File: src/spc_pkg.sv
// Shared types and constants of the skyline point counter.
// Used by spc_walk and skyline_point_counter; no dependencies.
package spc_pkg;

  localparam int COORD_W = 16;  // signed Q8.8 coordinate
  localparam int CFG_W   = 5;   // width of both configuration registers
  localparam int OUT_W   = 11;  // width of the count fields of a result

  // configuration register indexes
  localparam logic REG_STORED_DIMS = 1'b0;
  localparam logic REG_EVAL_DIMS   = 1'b1;

  // job handed from the load side to the comparison walk
  typedef struct packed {
    logic [CFG_W-1:0] sd;   // effective stored dims (row stride)
    logic [CFG_W-1:0] ed;   // effective compared dims
    logic             ovf;  // a coordinate of this set was dropped
  } spc_job_t;

  // result of one set
  typedef struct packed {
    logic             overflow;
    logic [OUT_W-1:0] point_count;
    logic [OUT_W-1:0] skyline_count;
  } spc_result_t;

endpackage

File: src/spc_walk.sv
// Sequencer for one point set: point count by repeated subtraction, then
// the nested dominance walk, both on one shared subtractor. Uses spc_pkg.
module spc_walk #(
  parameter int MAX_POINTS = 1024,
  parameter int MAX_DIMS   = 16
) (
  input  logic                                      clk,
  input  logic                                      rst,
  input  logic                                      start,
  input  spc_pkg::spc_job_t                         job,
  input  logic [$clog2(MAX_POINTS*MAX_DIMS+1)-1:0]  total,
  output logic [$clog2(MAX_POINTS*MAX_DIMS)-1:0]    rd_addr_a,
  output logic [$clog2(MAX_POINTS*MAX_DIMS)-1:0]    rd_addr_b,
  input  logic [spc_pkg::COORD_W-1:0]               rd_data_a,
  input  logic [spc_pkg::COORD_W-1:0]               rd_data_b,
  output logic                                      res_valid,
  input  logic                                      res_ready,
  output spc_pkg::spc_result_t                      result
);

  localparam int DEPTH  = MAX_POINTS * MAX_DIMS;
  localparam int ADDR_W = $clog2(DEPTH);
  localparam int CNT_W  = $clog2(DEPTH + 1);
  localparam int PT_W   = $clog2(MAX_POINTS + 1);
  localparam int SUB_W  = ((CNT_W > spc_pkg::COORD_W) ? CNT_W : spc_pkg::COORD_W) + 1;
  localparam int CW     = spc_pkg::CFG_W;

  typedef enum logic [6:0] {
    W_IDLE  = 7'b0000001,
    W_DIV   = 7'b0000010,
    W_ROW_I = 7'b0000100,
    W_ROW_J = 7'b0001000,
    W_READ  = 7'b0010000,
    W_CMP   = 7'b0100000,
    W_DONE  = 7'b1000000
  } walk_state_t;

  walk_state_t      state;
  logic [CNT_W-1:0] rem;
  logic [PT_W-1:0]  n;
  logic [PT_W-1:0]  i;
  logic [PT_W-1:0]  j;
  logic [PT_W-1:0]  sky;
  logic [CNT_W-1:0] base_i;
  logic [CNT_W-1:0] base_j;
  logic [CW-1:0]    k;
  logic [CW-1:0]    sd_r;
  logic [CW-1:0]    ed_r;
  logic             ovf_r;

  logic [SUB_W-1:0] op_x;
  logic [SUB_W-1:0] op_y;
  logic [SUB_W-1:0] diff;
  logic             neg;
  logic [CNT_W-1:0] sum_a;
  logic [CNT_W-1:0] sum_b;
  logic [CNT_W-1:0] sd_ext;
  logic [PT_W+spc_pkg::OUT_W-1:0] sky_wide;
  logic [PT_W+spc_pkg::OUT_W-1:0] n_wide;

  // shared subtractor: remainder minus stride, or coordinate a minus b
  always_comb begin
    if (state == W_CMP) begin
      op_x = {{(SUB_W-spc_pkg::COORD_W){rd_data_a[spc_pkg::COORD_W-1]}}, rd_data_a};
      op_y = {{(SUB_W-spc_pkg::COORD_W){rd_data_b[spc_pkg::COORD_W-1]}}, rd_data_b};
    end else begin
      op_x = {{(SUB_W-CNT_W){1'b0}}, rem};
      op_y = {{(SUB_W-CW){1'b0}}, sd_r};
    end
  end
  assign diff = op_x - op_y;
  assign neg  = diff[SUB_W-1];

  // coordinate addresses of rows i and j
  assign sd_ext    = {{(CNT_W-CW){1'b0}}, sd_r};
  assign sum_a     = base_i + {{(CNT_W-CW){1'b0}}, k};
  assign sum_b     = base_j + {{(CNT_W-CW){1'b0}}, k};
  assign rd_addr_a = sum_a[ADDR_W-1:0];
  assign rd_addr_b = sum_b[ADDR_W-1:0];

  // result fields
  assign sky_wide = {{spc_pkg::OUT_W{1'b0}}, sky};
  assign n_wide   = {{spc_pkg::OUT_W{1'b0}}, n};
  assign res_valid            = (state == W_DONE);
  assign result.skyline_count = sky_wide[spc_pkg::OUT_W-1:0];
  assign result.point_count   = n_wide[spc_pkg::OUT_W-1:0];
  assign result.overflow      = ovf_r;

  // sequencer
  always_ff @(posedge clk) begin
    if (rst) begin
      state  <= W_IDLE;
      rem    <= '0;
      n      <= '0;
      i      <= '0;
      j      <= '0;
      sky    <= '0;
      base_i <= '0;
      base_j <= '0;
      k      <= '0;
      sd_r   <= '0;
      ed_r   <= '0;
      ovf_r  <= 1'b0;
    end else begin
      unique case (state)
        W_IDLE: begin
          if (start) begin
            rem    <= total;
            n      <= '0;
            i      <= '0;
            sky    <= '0;
            base_i <= '0;
            sd_r   <= job.sd;
            ed_r   <= job.ed;
            ovf_r  <= job.ovf;
            state  <= W_DIV;
          end
        end
        // count whole points, saturating at capacity
        W_DIV: begin
          if (neg || n == PT_W'(MAX_POINTS)) begin
            state <= W_ROW_I;
          end else begin
            rem <= diff[CNT_W-1:0];
            n   <= n + 1'b1;
          end
        end
        W_ROW_I: begin
          if (i == n) begin
            state <= W_DONE;
          end else begin
            j      <= '0;
            base_j <= '0;
            state  <= W_ROW_J;
          end
        end
        W_ROW_J: begin
          if (j == n) begin
            // no row dominates row i
            sky    <= sky + 1'b1;
            i      <= i + 1'b1;
            base_i <= base_i + sd_ext;
            state  <= W_ROW_I;
          end else if (i == j) begin
            j      <= j + 1'b1;
            base_j <= base_j + sd_ext;
          end else begin
            k     <= '0;
            state <= W_READ;
          end
        end
        W_READ: begin
          state <= W_CMP;
        end
        W_CMP: begin
          if (!neg) begin
            // not strictly smaller: try next row j
            j      <= j + 1'b1;
            base_j <= base_j + sd_ext;
            state  <= W_ROW_J;
          end else if (k == ed_r - 1'b1) begin
            // dominated: drop row i
            i      <= i + 1'b1;
            base_i <= base_i + sd_ext;
            state  <= W_ROW_I;
          end else begin
            k     <= k + 1'b1;
            state <= W_READ;
          end
        end
        W_DONE: begin
          if (res_ready) begin
            state <= W_IDLE;
          end
        end
        default: begin
          state <= W_IDLE;
        end
      endcase
    end
  end

  a_row_bounds: assert property (@(posedge clk) disable iff (rst)
    (state == W_ROW_J) |-> (i < n) && (j <= n))
    else $error("row index out of range during walk");

  a_dim_bounds: assert property (@(posedge clk) disable iff (rst)
    (state == W_CMP) |-> (k < ed_r))
    else $error("coordinate index beyond compared dims");

  a_sky_bound: assert property (@(posedge clk) disable iff (rst)
    (sky <= i) && (n <= PT_W'(MAX_POINTS)))
    else $error("skyline count exceeds rows visited");

endmodule

File: config.mk
export PLATFORM = sky130hd
export DESIGN_NAME = spc_walk
export DESIGN_NICKNAME = d
export VERILOG_FILES = /design/src/spc_pkg.sv /design/src/spc_walk.sv
export SDC_FILE = /design/constraint.sdc
export NUM_CORES = 1
export LEC_CHECK = 0
export BUFFER_PORTS_ARGS = -buffer_cell sky130_fd_sc_hd__buf_2
export CELL_PAD_IN_SITES_DETAIL_PLACEMENT = 1
export CELL_PAD_IN_SITES_GLOBAL_PLACEMENT = 2
export CORE_MARGIN = 2
export CORE_UTILIZATION = 36
export DETAILED_ROUTE_END_ITERATION = 8
export GPL_TIMING_DRIVEN = 0
export PLACE_DENSITY = 0.85
export SLEW_MARGIN = 10
export SYNTH_ARGS = -nofsm -noshare
export SYNTH_HDL_FRONTEND = slang
export SYNTH_SLANG_ARGS = --single-unit
File: constraint.sdc
create_clock -name clk -period 6.4 [get_ports clk]
set_input_delay 0 -clock clk [delete_from_list [all_inputs] [get_ports clk]]
set_output_delay 0 -clock clk [all_outputs]
set_load 0.01 [all_outputs]
==> impl_metrics.env <==
export IMPL_outcome="completed"
export IMPL_peakVddDrop_v=0.000116
export IMPL_crit_path_top_delay_cell="nor3b_2"
export IMPL_hpwl_um=18900
export IMPL_synth_top_area_frac=0.291
export IMPL_ant_nets=0
export IMPL_cts_tree="done"
export IMPL_htreeDepth=3
export IMPL_clkTransAtPathRegs_ps=80
export IMPL_syn_instance_count=970
export IMPL_antenna_cells=0
export IMPL_placed_area_mm2=0.00848
export IMPL_synth_top_cell_by_area="dfxtp_1"
export IMPL_critPathTopFamily="buffers and inverters"
export IMPL_yosysSeqAreaShare=0.291
export IMPL_dp_slack_ps=203
export IMPL_max_stage_delay_ps=700
export IMPL_drv_slew=0
export IMPL_portBuffers=113
export IMPL_crit_top_cell="nand2_1"
export IMPL_grt_pass1_wl_um=39600
export IMPL_critPathLaunchType="register"
export IMPL_grt_setup_unrepaired="no"
export IMPL_finalSetupTns_ps=0
export IMPL_drc=0
export IMPL_fmax_mhz=169
export IMPL_worstPathArrival_ps=6220
export IMPL_drt_iter0_markers=253
export IMPL_core_area_mm2=0.0208
export IMPL_clock_path_buffers=2
export IMPL_yosysWarnings=0
export IMPL_cts_root_buffer="clkbuf_16"
export IMPL_p_leak_nw=3.84
export IMPL_vias_per_cell=5.40
export IMPL_syn_to_final_growth_pct=19.0
export IMPL_netlist_area_mm2=0.00757
export IMPL_post_drt_wl_per_cell_um=17.7
export IMPL_vias=7551
export IMPL_die_area_mm2=0.0222
export IMPL_critical_path_cell_chain="nor3_4 -> nand2_1 -> nor3b_2 -> clkbuf_1 -> buf_1 -> nand2_1 -> nand2_1 -> ha_1 -> inv_1 -> fa_1 -> a211oi_1 -> o21ai_1 -> nand3_2 -> a221oi_2 -> nor2_1 -> buf_2 -> clkbuf_1 -> o21ai_0 -> a21oi_1"
export IMPL_final_cells=1399
export IMPL_timing_final_crit_share=0.927
export IMPL_grt_max_degree=19
export IMPL_cts_sinks=110
export IMPL_critPathKind="reg -> reg"
export IMPL_cp_num_buf_inv=5
export IMPL_final_util=0.433
export IMPL_hold_path_class="in -> reg"
export IMPL_hold_viol_final=0
export IMPL_fin_area_mm2=0.00901
export IMPL_drv_cap=0
export IMPL_ctsResizeCount=0
export IMPL_critPathMaxFanout=10
export IMPL_grt_usage=0.226
export IMPL_syn_area_per_cell_um2=7.80
export IMPL_ys_ff_latch=110
export IMPL_antenna_found_initial=0
export IMPL_slew_headroom=0.351
export IMPL_worst_slack_ps=466
export IMPL_worstSetupEndpointType="register"
export IMPL_grt_pass1_vias=7439
export IMPL_io_pins=114
export IMPL_die_w_um=149
export IMPL_n_fill_cell=2669
export IMPL_synthesis_nets=1080
export IMPL_setup_viol=0
export IMPL_routed_wirelength_um=24800
export IMPL_tightest_slew_ps=971
export IMPL_cts_buffers_inserted=9
export IMPL_finalCriticalPeriod_ps=5930
export IMPL_cp_data_required_time_ps=6690
export IMPL_powerDensity_mw_per_mm2=231
export IMPL_gp_congestion=0.842
export IMPL_drtPass1Iterations=5
export IMPL_grt_overflow=0
export IMPL_synth_edf_count=0
export IMPL_final_nets=1230
export IMPL_yosysUniqueCellTypes=66
export IMPL_fin_skew_ps=11.0
export IMPL_drive_gt1_frac=0.141
export IMPL_fp_dieH_um=149
export IMPL_clock_latency_ps=360
export IMPL_async_flop_share=0
export IMPL_initial_utilization=0.363
export IMPL_rows=53
export IMPL_synthTopCellsByArea="dfxtp_1 (29%), ha_1 (7.1%), nand2_1 (7.0%), a21oi_1 (5.8%), xnor2_1 (5.8%)"
export IMPL_numPlacedInstances=1358
export IMPL_synthFlopType="dfxtp_1"
-- flip-flops by register name, summed over array words and instances, names as in the netlist --
| register | flops |
|---|---|
| ed_r | 5 |
| state | 7 |
| sd_r | 5 |
| k | 5 |
| n | 11 |
| sky | 11 |
| rem | 15 |
| j | 11 |
| base_j | 14 |
| base_i | 14 |
| ovf_r | 1 |
| i | 11 |
-- layout by cell type (no fill, tap or decap), types with 4 or more instances in the layout --
cell and count:
clkbuf_16 9, or3_1 21, dfxtp_1 110, inv_1 41, and2_1 5, a21o_1 15, or4_1 20, nor4_1 13
nand3_1 30, buf_1 4, xor2_1 42, nor2_1 69, nand4_1 15, a21oi_1 88, and3_1 13, buf_2 120
nand2b_1 12, a311oi_1 6, fa_1 5, a211oi_1 12, ha_1 43, o211ai_1 9, dlygate4sd3_1 24, xnor2_1 50
mux2i_1 16, o21a_1 7, nor2b_1 5, nor3_1 23, nand2_1 142, clkbuf_1 38, o21bai_1 6, o21ai_0 29
o31ai_1 19
-- path summary, 6_finish.rpt --
kind / endpoint / slack, ps / cells past startpoint / startpoint
setup / recovery: n[5] / 470 / 19 / state[2]
setup reg to reg: n[5] / 470 / 19 / state[2]
hold reg to reg: rem[2] / 460 / 2 / rem[2]
hold / removal: rem[14] / 40 / 3 / total[14]
-- routing by layer --
metal	up-vias	wire length, µm	global-route usage
met3	24	899	0.0333
li1	3744	-	-
met4	0	315	0.0457
met5	-	0	0
met2	150	11600	0.379
met1	3633	12000	0.310
-- area by class of cell --
type | instances | area [µm²] | share of cell area
Buffer | 50 | 200 | 0.0222
Multi-Input combinational cell | 769 | 5010 | 0.556
Inverter | 41 | 154 | 0.0171
Timing Repair Buffer | 139 | 821 | 0.0911
Clock inverter | 6 | 48.8 | 0.00542
Clock buffer | 9 | 225 | 0.0250
Sequential cell | 110 | 2200 | 0.245
Tap cell | 275 | 344 | 0.0382
-- cell families after synthesis --
kind of cell             share of synthesized area
adder cells (fa/ha/maj)                     0.0843
buffers and inverters                       0.0468
XOR/XNOR                                     0.106
AND/OR/NAND/NOR                              0.255
multiplexers                                0.0212
AO/OA/AOI/OAI                                0.196
flip-flops                                   0.291
-- synth_stat cells, types with 15 or more instances --
master / number
xor2_1: 42
o21ai_0: 29
dfxtp_1: 110
nand4_1: 15
or4_1: 20
mux2i_1: 16
nand3_1: 30
or3_1: 21
clkbuf_1: 38
a21oi_1: 88
ha_1: 43
o31ai_1: 19
nor3_1: 23
a21o_1: 15
nand2_1: 142
xnor2_1: 50
inv_1: 41
nor2_1: 69
-- power by group --
group          switching, W  leakage (nW)  internal (W)  total (W)
clock              0.000285         0.124      0.000266   0.000551
sequential        0.0000382         0.891      0.000725   0.000763
combinational      0.000470          2.82      0.000299   0.000769
total              0.000793          3.84       0.00129    0.00208
-- through the flow --
| stage | power [W] | hold slack (ps) |
|---|---|---|
| after CTS | 0.00210 | 51.4 |
| after global placement | 0.00152 | 250 |
| after floorplan | 0.00132 | 136 |
| final | 0.00208 | 43.2 |
| after global routing | 0.00222 | 74.0 |
| after detailed placement | 0.00153 | 254 |
-- timing repair --
item,in CTS,in global routing
endpoints found under the hold margin,24,0
setup endpoints to repair,0,20
hold buffers,24,0
setup buffers,0,2
-- worst register-to-register path: stages, from the launching register on --
cell      delay, ps
dfxtp_1         370
nor3_4          360
nand2_1         140
nor3b_2         700
clkbuf_1        530
buf_1           450
nand2_1         110
nand2_1          70
ha_1            160
inv_1            50
fa_1            430
a211oi_1        410
o21ai_1         210
nand3_2         150
a221oi_2        160
nor2_1          300
buf_2           330
clkbuf_1        600
o21ai_0         210
a21oi_1         150
Power figures use the tool's default switching activity.
